===== src/rtl/sprite_clip_playback_sequencer_core_defines.svh =====
// Assertion macros for the sprite clip playback sequencer.
// Used by the top level; expects clk and arst_n in scope.
`ifndef SPRITE_CLIP_PLAYBACK_SEQUENCER_CORE_DEFINES_SVH
`define SPRITE_CLIP_PLAYBACK_SEQUENCER_CORE_DEFINES_SVH

// same-cycle implication
`define SPCLIP_ASSERT_NOW(label, ante, cons, msg) \
	label: assert property (@(posedge clk) disable iff (!arst_n) (ante) |-> (cons)) \
		else $error(msg);

// next-cycle implication
`define SPCLIP_ASSERT_NEXT(label, ante, cons, msg) \
	label: assert property (@(posedge clk) disable iff (!arst_n) (ante) |=> (cons)) \
		else $error(msg);

`endif


===== src/rtl/spclip_pkg.sv =====
// Shared types and constants for the sprite clip playback sequencer.
// No dependencies; imported by every module of the block.
package spclip_pkg;

	localparam int MAX_STEPS  = 64;
	localparam int MAX_CELLS  = 4096;
	localparam int STEP_W     = 6;
	localparam int CNT_W      = 7;
	localparam int CELL_W     = 12;
	localparam int CCNT_W     = 13;
	localparam int DUR_W      = 16;
	localparam int DELTA_W    = 24;
	localparam int ACC_W      = 25;
	localparam int FRAC_W     = 8;
	localparam int OP_W       = 3;
	localparam int MODE_W     = 2;
	localparam int CFG_IDX_W  = 2;
	localparam int CFG_DATA_W = 13;

	localparam logic [OP_W-1:0] OP_TICK   = 3'd0;
	localparam logic [OP_W-1:0] OP_PLAY   = 3'd1;
	localparam logic [OP_W-1:0] OP_PAUSE  = 3'd2;
	localparam logic [OP_W-1:0] OP_SINGLE = 3'd3;
	localparam logic [OP_W-1:0] OP_REWIND = 3'd4;
	localparam logic [OP_W-1:0] OP_WRITE  = 3'd5;
	localparam logic [OP_W-1:0] OP_SEEK   = 3'd6;

	localparam logic [MODE_W-1:0] MODE_STOP  = 2'd0;
	localparam logic [MODE_W-1:0] MODE_RESET = 2'd1;

	localparam logic [CFG_IDX_W-1:0] CFG_LOOP_MODE  = 2'd0;
	localparam logic [CFG_IDX_W-1:0] CFG_STEP_COUNT = 2'd1;
	localparam logic [CFG_IDX_W-1:0] CFG_CELL_COUNT = 2'd2;

	typedef struct packed {
		logic [OP_W-1:0]    operation;
		logic [DELTA_W-1:0] time_delta;
		logic [STEP_W-1:0]  entry_index;
		logic [CELL_W-1:0]  entry_cell;
		logic [DUR_W-1:0]   entry_duration;
	} in_item_t;

	typedef struct packed {
		logic [STEP_W-1:0] current_step;
		logic [CELL_W-1:0] shown_cell;
		logic              cell_valid;
		logic              selection_update;
		logic              is_playing;
	} out_item_t;

	typedef struct packed {
		logic [CELL_W-1:0] cell_no;
		logic [DUR_W-1:0]  duration;
	} step_entry_t;

	typedef struct packed {
		logic              wr_en;
		logic [STEP_W-1:0] wr_addr;
		step_entry_t       wr_entry;
		logic              rd_en;
		logic [STEP_W-1:0] rd_addr;
	} tbl_req_t;

endpackage


===== src/rtl/spclip_step_table.sv =====
// Clip step table: one write port, one registered read port.
// Depends on spclip_pkg.
module spclip_step_table import spclip_pkg::*; (
	input  logic        clk,
	input  tbl_req_t    req,
	output step_entry_t rd_entry
);

	step_entry_t mem [MAX_STEPS];

	always_ff @(posedge clk) begin
		if (req.wr_en) begin
			mem[req.wr_addr] <= req.wr_entry;
		end
		// read data holds while no read is issued
		if (req.rd_en) begin
			rd_entry <= mem[req.rd_addr];
		end
	end

endmodule


===== src/rtl/sprite_clip_playback_sequencer_core.sv =====
// Sprite clip playback sequencer, top level.
// Non-tick transactions pass EXEC, CELL and OUT into the output register; the next accept waits for IDLE.
// Tick while playing adds TICK passes, one per duration check (steps passed, plus one unless
// the clip ends in stop or reset mode); the table walks one step per cycle.
// Output register frees the input side while a result waits.
// Reset clears registers, position, time and run flag; the step table is not cleared.
module sprite_clip_playback_sequencer_core import spclip_pkg::*; (
	input  logic                  clk,
	input  logic                  arst_n,
	input  logic                  in_valid,
	output logic                  in_ready,
	input  in_item_t              in_item,
	output logic                  out_valid,
	input  logic                  out_ready,
	output out_item_t             out_item,
	input  logic                  cfg_valid,
	output logic                  cfg_ready,
	input  logic [CFG_IDX_W-1:0]  cfg_index,
	input  logic [CFG_DATA_W-1:0] cfg_data
);

`include "sprite_clip_playback_sequencer_core_defines.svh"

	localparam logic [2:0] ST_IDLE = 3'd0;
	localparam logic [2:0] ST_EXEC = 3'd1;
	localparam logic [2:0] ST_TICK = 3'd2;
	localparam logic [2:0] ST_CELL = 3'd3;
	localparam logic [2:0] ST_OUT  = 3'd4;

	logic [2:0]        state_q, state_d;
	in_item_t          item_q;
	logic [MODE_W-1:0] loop_mode_q;
	logic [CNT_W-1:0]  step_count_q;
	logic [CCNT_W-1:0] cell_count_q;
	logic [STEP_W-1:0] pos_q, pos_d, start_q, start_d;
	logic [ACC_W-1:0]  acc_q, acc_d;
	logic              running_q, run_d;
	logic              event_q, event_d;
	logic              out_valid_q, load_out;
	out_item_t         out_item_q, out_item_d;

	tbl_req_t          tbl_req;
	step_entry_t       rd_entry;

	logic [CNT_W-1:0]  clip_len, pos_inc;
	logic              clip_empty, at_last, mode_stop, mode_reset;
	logic [STEP_W-1:0] last_idx, pos_clamp, cell_addr;
	logic [ACC_W:0]    acc_sum;
	logic [ACC_W-1:0]  acc_sat, need;
	logic [DUR_W-1:0]  dur_eff;
	logic              enough, cells_ok;
	logic [CCNT_W-1:0] cell_max;

	spclip_step_table u_table (
		.clk      (clk),
		.req      (tbl_req),
		.rd_entry (rd_entry)
	);

	assign clip_len   = (step_count_q > CNT_W'(MAX_STEPS)) ? CNT_W'(MAX_STEPS) : step_count_q;
	assign clip_empty = (clip_len == '0);
	assign last_idx   = STEP_W'(clip_len - CNT_W'(1));
	assign pos_inc    = {1'b0, pos_q} + CNT_W'(1);
	assign at_last    = (pos_inc >= clip_len);
	assign mode_stop  = (loop_mode_q == MODE_STOP);
	assign mode_reset = (loop_mode_q == MODE_RESET);
	assign pos_clamp  = (pos_q > last_idx) ? last_idx : pos_q;
	assign cell_addr  = clip_empty ? '0 : pos_clamp;

	// saturating time add
	assign acc_sum = {1'b0, acc_q} + (ACC_W+1)'(item_q.time_delta);
	assign acc_sat = acc_sum[ACC_W] ? '1 : acc_sum[ACC_W-1:0];

	// a zero duration counts as 1 ms
	assign dur_eff = (rd_entry.duration == '0) ? DUR_W'(1) : rd_entry.duration;
	assign need    = {1'b0, dur_eff, {FRAC_W{1'b0}}};
	assign enough  = (acc_q >= need);

	always_comb begin
		state_d   = state_q;
		pos_d     = pos_q;
		acc_d     = acc_q;
		run_d     = running_q;
		start_d   = start_q;
		event_d   = event_q;
		load_out  = 1'b0;
		tbl_req   = '0;
		tbl_req.wr_addr  = item_q.entry_index;
		tbl_req.wr_entry = '{cell_no: item_q.entry_cell, duration: item_q.entry_duration};
		tbl_req.rd_addr  = pos_q;
		unique case (state_q)
			ST_IDLE: begin
				if (in_valid) begin
					event_d = 1'b0;
					state_d = ST_EXEC;
				end
			end
			ST_EXEC: begin
				state_d = ST_CELL;
				unique case (item_q.operation)
					OP_TICK: begin
						if (running_q && !clip_empty) begin
							acc_d           = acc_sat;
							pos_d           = pos_clamp;
							start_d         = pos_clamp;
							tbl_req.rd_en   = 1'b1;
							tbl_req.rd_addr = pos_clamp;
							state_d         = ST_TICK;
						end
					end
					OP_PLAY: begin
						// stopped clip sitting at its end restarts
						if (!running_q && mode_stop && (clip_empty || pos_q >= last_idx) &&
						    acc_q == '0) begin
							pos_d = '0;
						end
						run_d   = 1'b1;
						event_d = 1'b1;
					end
					OP_PAUSE: run_d = 1'b0;
					OP_SINGLE: begin
						if (!clip_empty) begin
							run_d   = 1'b0;
							acc_d   = '0;
							event_d = 1'b1;
							if (!at_last) begin
								pos_d = pos_inc[STEP_W-1:0];
							end else if (!mode_stop) begin
								pos_d = '0;
							end
						end
					end
					OP_REWIND: begin
						if (!clip_empty) begin
							pos_d   = '0;
							acc_d   = '0;
							event_d = 1'b1;
						end
					end
					OP_WRITE: tbl_req.wr_en = 1'b1;
					OP_SEEK: begin
						if (!clip_empty) begin
							pos_d   = ({1'b0, item_q.entry_index} < clip_len) ?
							          item_q.entry_index : last_idx;
							acc_d   = '0;
							run_d   = 1'b0;
							event_d = 1'b1;
						end
					end
					default: ;
				endcase
			end
			ST_TICK: begin
				// rd_entry holds the duration of step pos_q
				if (!enough) begin
					event_d = (pos_q != start_q);
					state_d = ST_CELL;
				end else begin
					acc_d = acc_q - need;
					if (!at_last) begin
						pos_d           = pos_inc[STEP_W-1:0];
						tbl_req.rd_en   = 1'b1;
						tbl_req.rd_addr = pos_inc[STEP_W-1:0];
					end else if (mode_stop) begin
						run_d   = 1'b0;
						acc_d   = '0;
						event_d = (pos_q != start_q);
						state_d = ST_CELL;
					end else if (mode_reset) begin
						pos_d   = '0;
						run_d   = 1'b0;
						acc_d   = '0;
						event_d = (start_q != '0);
						state_d = ST_CELL;
					end else begin
						pos_d           = '0;
						tbl_req.rd_en   = 1'b1;
						tbl_req.rd_addr = '0;
					end
				end
			end
			ST_CELL: begin
				tbl_req.rd_en   = 1'b1;
				tbl_req.rd_addr = cell_addr;
				state_d         = ST_OUT;
			end
			ST_OUT: begin
				if (!out_valid_q || out_ready) begin
					load_out = 1'b1;
					state_d  = ST_IDLE;
				end
			end
			default: state_d = ST_IDLE;
		endcase
	end

	// result assembly from the cell read
	assign cells_ok = !clip_empty && (cell_count_q != '0);
	assign cell_max = (cell_count_q > CCNT_W'(MAX_CELLS)) ? CCNT_W'(MAX_CELLS - 1) :
	                  cell_count_q - CCNT_W'(1);

	always_comb begin
		out_item_d                  = '0;
		out_item_d.current_step     = pos_q;
		out_item_d.cell_valid       = cells_ok;
		out_item_d.selection_update = event_q && cells_ok;
		out_item_d.is_playing       = running_q;
		if (cells_ok) begin
			out_item_d.shown_cell = ({1'b0, rd_entry.cell_no} > cell_max) ?
			                        cell_max[CELL_W-1:0] : rd_entry.cell_no;
		end
	end

	always_ff @(posedge clk or negedge arst_n) begin
		if (!arst_n) begin
			state_q      <= ST_IDLE;
			loop_mode_q  <= '0;
			step_count_q <= '0;
			cell_count_q <= '0;
			pos_q        <= '0;
			acc_q        <= '0;
			running_q    <= 1'b0;
			start_q      <= '0;
			event_q      <= 1'b0;
			out_valid_q  <= 1'b0;
		end else begin
			state_q   <= state_d;
			pos_q     <= pos_d;
			acc_q     <= acc_d;
			running_q <= run_d;
			start_q   <= start_d;
			event_q   <= event_d;
			if (load_out) begin
				out_valid_q <= 1'b1;
			end else if (out_ready) begin
				out_valid_q <= 1'b0;
			end
			if (cfg_valid) begin
				unique case (cfg_index)
					CFG_LOOP_MODE:  loop_mode_q  <= cfg_data[MODE_W-1:0];
					CFG_STEP_COUNT: step_count_q <= cfg_data[CNT_W-1:0];
					CFG_CELL_COUNT: cell_count_q <= cfg_data[CCNT_W-1:0];
					default: ;
				endcase
			end
		end
	end

	always_ff @(posedge clk) begin
		if (in_valid && in_ready) begin
			item_q <= in_item;
		end
		if (load_out) begin
			out_item_q <= out_item_d;
		end
	end

	assign in_ready  = (state_q == ST_IDLE);
	assign cfg_ready = 1'b1;
	assign out_valid = out_valid_q;
	assign out_item  = out_item_q;

	`SPCLIP_ASSERT_NOW(a_tick_needs_run, state_q == ST_TICK, running_q && !clip_empty, "tick walk while paused or empty clip")
	`SPCLIP_ASSERT_NOW(a_tick_pos_in_clip, state_q == ST_TICK, pos_q <= last_idx, "tick walk position beyond clip")
	`SPCLIP_ASSERT_NOW(a_sel_needs_valid, out_valid && out_item.selection_update, out_item.cell_valid, "selection update without valid cell")
	`SPCLIP_ASSERT_NEXT(a_result_waits, state_q == ST_OUT && out_valid_q && !out_ready, state_q == ST_OUT, "result overwrote a pending transaction")

endmodule


===== config.mk =====
export PLATFORM = sky130hd
export DESIGN_NAME = sprite_clip_playback_sequencer_core
export DESIGN_NICKNAME = d
export VERILOG_FILES = /design/src/rtl/spclip_pkg.sv /design/src/rtl/spclip_step_table.sv /design/src/rtl/sprite_clip_playback_sequencer_core.sv
export VERILOG_INCLUDE_DIRS = /design/src /design/src/rtl
export SDC_FILE = /design/constraint.sdc
export NUM_CORES = 2
export LEC_CHECK = 0
export BUFFER_PORTS_ARGS = -buffer_cell sky130_fd_sc_hd__buf_2
export CAP_MARGIN = 20
export CORE_ASPECT_RATIO = 1.75
export CORE_UTILIZATION = 45
export DETAILED_ROUTE_END_ITERATION = 16
export PLACE_DENSITY = 0.62
export SLEW_MARGIN = 20
export SYNTH_ARGS = -nofsm -noshare
export SYNTH_HDL_FRONTEND = slang
export SYNTH_SLANG_ARGS = --single-unit

===== constraint.sdc =====
create_clock -name clk -period 8.51 [get_ports clk]
set_clock_uncertainty 0.15 [all_clocks]
set_input_delay 1.702 -clock clk [delete_from_list [all_inputs] [get_ports clk]]
set_output_delay 1.702 -clock clk [all_outputs]
set_load 0.005 [all_outputs]

# Yosys cells after proc, flatten, opt, wreduce, memory -nomap -nowiden
# Memory sizes are Yosys's and may differ from the RTL's. A register that Yosys moved wholly into a read port is not among the register bits.
# Cells that the tools add are included.
dict set report classes {
  n_eq_ne 32
  order_cmp 8
  n_mux 65
  reduce_logical 35
  add_sub_neg 5
}
# operator count
set ops {}
lappend ops {{2-to-1 mux 25 bit} 7}
lappend ops {{case mux 25 bit (2 select lines)} 2}
lappend ops {{2-to-1 mux 6 bit} 11}
lappend ops {{2-to-1 mux 7 bit} 7}
lappend ops {{case mux 6 bit (5 select lines)} 1}
lappend ops {{inequality test 3 bit (second input constant)} 9}
lappend ops {{adder 25 x 24 -> 26 bit} 1}
lappend ops {{>= comparator 25 x 24 -> 1 bit} 1}
lappend ops {{zero test 25 bit} 1}
lappend ops {{subtractor 25 x 24 -> 25 bit} 1}
lappend ops {{2-to-1 mux 1 bit} 21}
lappend ops {{case mux 7 bit (3 select lines)} 1}
lappend ops {{2-to-1 mux 3 bit} 6}
lappend ops {{zero test 16 bit} 1}
lappend ops {{2-to-1 mux 16 bit} 1}
lappend ops {{case mux 3 bit (5 select lines)} 1}
lappend ops {{greater-than comparator 12 x 13 -> 1 bit} 1}
lappend ops {{greater-than comparator 13 bit (second input constant)} 1}
lappend ops {{2-to-1 mux 13 bit} 1}
lappend ops {{nonzero test 13 bit} 1}
lappend ops {{subtractor 13 x 1 -> 13 bit (second input constant)} 1}
lappend ops {{== test 3 x 2 -> 1 bit (second input constant)} 4}
lappend ops {{== test 3 bit (second input constant)} 4}
lappend ops {{2-to-1 mux 12 bit} 1}
lappend ops {{36 further kinds} 59}
dict set report word_totals {
  ramBits 1792
  memories 1
  output_inout_bits 24
  regBits 147
  in_bits 81
  elab_cells 166
}
# memory depth width rd rd_clocked_by_memory_dff wr line
set mem_list {}
lappend mem_list {u_table.mem 64 28 1 1 1 spclip_step_table.sv:9} ;# step_entry_t mem [MAX_STEPS];

# Longest topological paths before layout
dict set report logic_depth {
  word_depth 10
  depth_mapped 24
}

# By module
# Synthesis repeated with hierarchy kept, for this count alone.
dict set report hier_totals {
  cells_unflattened 4088
  hier_area_um2 79149.7
}
# module cells_per_inst seq_area_each_um2 instances area_each_um2
set modules_own_cells {}
lappend modules_own_cells {spclip_step_table 3104 54652.4 1 69485.4}
lappend modules_own_cells {sprite_clip_playback_sequencer_core 984 4088.9 1 9664.3}

# Worst setup path after synthesis
# Ideal clock, no wire load.
dict set report synth_timing {
  path_type {reg-to-reg}
  from {reg pos_q[2]}
  to {reg, netlist name u_table.rd_entry[15]}
  path_stages_with_launch 20
  setup_slack_ps 2572
  period_less_slack_ps 5938
  n_path_buf 3
  t_arrival_ps 5495
  setup_ps 292
  cell_sequence {dfrtp_1 clkbuf_1 inv_1 nor3_1 nand3_1 xnor2_1 ha_1 a2111oi_0 o21a_1 nor2_1 nand2_1 nand3_1 a21oi_1 o21ai_0 a32o_1 or2_1 clkbuf_1 clkbuf_1 nor3_1 a311oi_2}
}
# element line
set synth_rtl {}
lappend synth_rtl {{start: declaration} sprite_clip_playback_sequencer_core.sv:35} ;# logic [STEP_W-1:0] pos_q, pos_d, start_q, start_d;
lappend synth_rtl {{start signal: assignment} sprite_clip_playback_sequencer_core.sv:228} ;# pos_q <= pos_d;

# Worst setup path in the final report
dict set report layout_timing {
  from {reg pos_q[2]}
  to {reg, netlist name u_table.rd_entry[21]}
}
dict set report layout_between {
  elab_chain_len 5
  elab_cells_between_ends 12
  classes_between {add/sub (1); order compare (2); mux (9)}
}
# element line
set layout_lines {}
lappend layout_lines {{adder 6 x 1 -> 7 bit (tied with other cells)} sprite_clip_playback_sequencer_core.sv:63} ;# assign pos_inc = {1'b0, pos_q} + CNT_W'(1);
lappend layout_lines {{>= comparator 7 bit (tied with other cells)} sprite_clip_playback_sequencer_core.sv:64} ;# assign at_last = (pos_inc >= clip_len);
lappend layout_lines {{2-to-1 mux 7 bit, on equally long branches} {sprite_clip_playback_sequencer_core.sv:160, sprite_clip_playback_sequencer_core.sv:102}}
lappend layout_lines {{2-to-1 mux 7 bit, on equally long branches} {sprite_clip_playback_sequencer_core.sv:155, sprite_clip_playback_sequencer_core.sv:100}}
lappend layout_lines {{case mux 7 bit (3 select lines) (*)} sprite_clip_playback_sequencer_core.sv:91} ;# unique case (state_q)
# Mark *: on every way between the ends. The rest lies on a longest branch, timed or not.
# A chain may end at the register's enable or synchronous reset.

==> summary.txt <==
Run status
  • Run status: complete, no violations

Clocking
  • Clock sink count: 1,967
  • TritonCTS clock tree: yes
  • Max clock buf depth: 4
  • Setup Buffers After CTS: 0
  • Clock root buffer: clkbuf_16
  • Clock transition at path regs: 70 ps
  • Hold_buf cts: 0
  • CTS Buf Count: 178
  • Clk Latency, worst-skew pair: 850 ps
  • H-tree level count: 4
  • Resized Gates After CTS: 0

Detailed routing
  • Post-Route WL: 262.1 mm
  • First-pass DRT Iterations: 6
  • DRC viols: 0
  • 1st-iter DRT viols: 6,306
  • Wire length per cell: 29.88 µm
  • Via Count: 53,020
  • DRT antenna net count: 0
  • Via-to-Cell Ratio: 6.045

Power
  • VDD IR-drop max: 0.0003771 V
  • Overall Power: 0.03624 W
  • Leakage: 30.35 nW
  • Cell Pwr Density: 404.7 mW/mm²

Yosys
  • Synth Instances: 6,191
  • Synth unique cells: 91
  • Synth top area cells: edfxtp_1 (71%), nand2_1 (7.6%), nand3_1 (4.6%)
  • Count leader, synth: edfxtp_1
  • Sequential area share after synthesis: 72.82%
  • Number of synthesized register bits: 1,967
  • Synth top cells by count: edfxtp_1 (1,902), nand2_1 (1,624), nand3_1 (737)
  • Syn avg cell area: 13.03 µm²
  • Post-synth top area share: 70.80%
  • FFs w/ async S/R, synth: 3.305%
  • Most used DFF post-synth: edfxtp_1
  • Yosys warnings: 0
  • Cell taking the most area after synthesis: edfxtp_1
  • Syn_nets: 6,349
  • Post-synth EDFFs: 1,902
  • Post-Syn Area: 0.08067 mm²

Floorplanning
  • Core area: 0.1780 mm²
  • Die X-Extent: 322.1 µm
  • IO Pins: 105
  • Die area: 0.1810 mm²
  • Starting Density: 45.32%
  • Die Y-Extent: 562.1 µm
  • # rows: 205

Cells and area
  • Fraction of layout cells with a size suffix above 1: 10.62%
  • Total Nets Final: 6,418
  • P&R area growth vs syn: 11.01%
  • Non-filler cells, final: 8,771

Global routing
  • Busiest grt layer: met2
  • Largest net degree at the start of global routing: 142
  • Grt ovf: 0
  • M2 GR Usage: 48.97%
  • GRT Resource Usage Total: 28.71%
  • Met1 Track Usage GR: 31.64%
  • Initial antenna violation count: 12
  • First-pass GRT wire length: 369.6 mm
  • Number of global-route vias before repair: 51,310
  • Met3 Use GR: 3.607%

STA
  • Slew Limit Fails: 0
  • Final Hold Viols: 0
  • Final hold slack: 346.8 ps
  • # setup viols final: 0
  • Fmax: 141.5 MHz
  • Slew Limit Headroom: 16.22%
  • Slew @ Worst Pin: 1257 ps
  • Period utilization: 83.04%
  • Tmin final: 7067 ps
  • RSZ-0062 raised after global routing: no
  • TNS Setup: 0 ps

Setup path
  • WS Path Type: register to register
  • Crit path DAT: 7460 ps
  • R2R depth: 16
  • Setup crit start kind: register
  • Crit Path Max Fanout: 118
  • Setup crit end kind: register
  • Worst Path Required: 8900 ps

Placement
  • Port bufs: 103
  • Placed Cells: 8,458
  • Placer congestion estimate: 0.9329
  • DP HPWL: 160.0 mm

Job
  • Maxcap violations: 0

Min path
  • WHS Path Cells: 2
  • Worst hold-check path type: register to register
[layout by cell type (no fill, tap or decap), types with 75 or more instances in the layout]
cell type and n:
edfxtp_1 1902, nand2_1 1624, nand3_1 736, clkbuf_16 179, nor2_1 163, a31oi_1 139
buf_4 137, buf_2 103, o21ai_0 92, ha_1 75
[per-stage QoR]
step	util (%)	cell area [µm²]	setup slack, ps
after floorplan	-	80670	2572
after global placement	47.22	84060	1277
after detailed placement	47.36	84310	1643
after CTS	50.27	89480	1599
after global routing	50.30	89540	1192
final	50.31	89550	1443
[final timing paths]
| check | from | to | slack (ps) |
|---|---|---|---|
| min in group asynchronous | arst_n | acc_q[24] | 960 |
| max in group asynchronous | arst_n | cell_count_q[8] | 6610 |
| max reg2reg | pos_q[2] | u_table.rd_entry[21] | 1440 |
| min | acc_q[2] | acc_q[2] | 350 |
| min reg2reg | acc_q[2] | acc_q[2] | 350 |
| max | pos_q[2] | u_table.rd_entry[21] | 1440 |
[flip-flops by register name, indices dropped and copies added (netlist names)]
name / cells
u_table.mem: 1792
item_q: 61
u_table.rd_entry: 28
acc_q: 25
out_item: 21
cell_count_q: 13
step_count_q: 7
pos_q: 6
start_q: 6
state_q: 3
loop_mode_q: 2
event_q: 1
out_valid: 1
running_q: 1
[worst max-delay path, stage by stage (launching register included)]
cell,delay (ps)
dfrtp_1,680
inv_1,290
nor3_1,330
nand3_1,140
xnor2_1,300
ha_1,300
a2111oi_0,520
o21a_1,280
nor2_1,140
a311oi_1,550
o221a_4,710
buf_12,470
a31oi_1,160
o211ai_1,130
nand4_1,720
o32ai_1,630
a311oi_2,80
[power breakdown]
part,total [W],internal [W],switching [W]
sequential,0.0118,0.0114,0.000407
combinational,0.0170,0.00456,0.0124
clock,0.00748,0.00397,0.00351
[cells by family after synthesis]
family / count (synthesis) / synth area share [%]
AOI/OAI and AO/OA: 729 / 6.634
xor gates and xnor gates: 52 / 0.5646
adders and majority gates: 78 / 1.225
buffers and inverters: 433 / 2.559
DFF: 1967 / 72.82
muxes: 57 / 0.7941
other: 1 / 0.004649
and+or+nand+nor: 2874 / 15.40
[cell type report]
| cell class | instances | area, µm² |
|---|---|---|
| inverters | 55 | 206.4 |
| diodes | 5 | 12.51 |
| well taps | 2380 | 2978 |
| repair buffers | 267 | 2090 |
| fillers | 15170 | 88460 |
| clock inverters | 90 | 551.8 |
| clock buffers | 216 | 4618 |
| multi-input cells | 3791 | 20350 |
| flip-flops and latches | 1967 | 58740 |
[routing by layer]
metal / share of wire [%] / vias up / wire length, µm
met4: 9.9 / 8 / 26030
met5: 0.021 / - / 56
met3: 6.6 / 736 / 17270
met1: 34 / 26630 / 87940
met2: 50 / 2582 / 130800
li1: - / 23070 / -
Note: power is estimated with default switching activity, not from simulation.
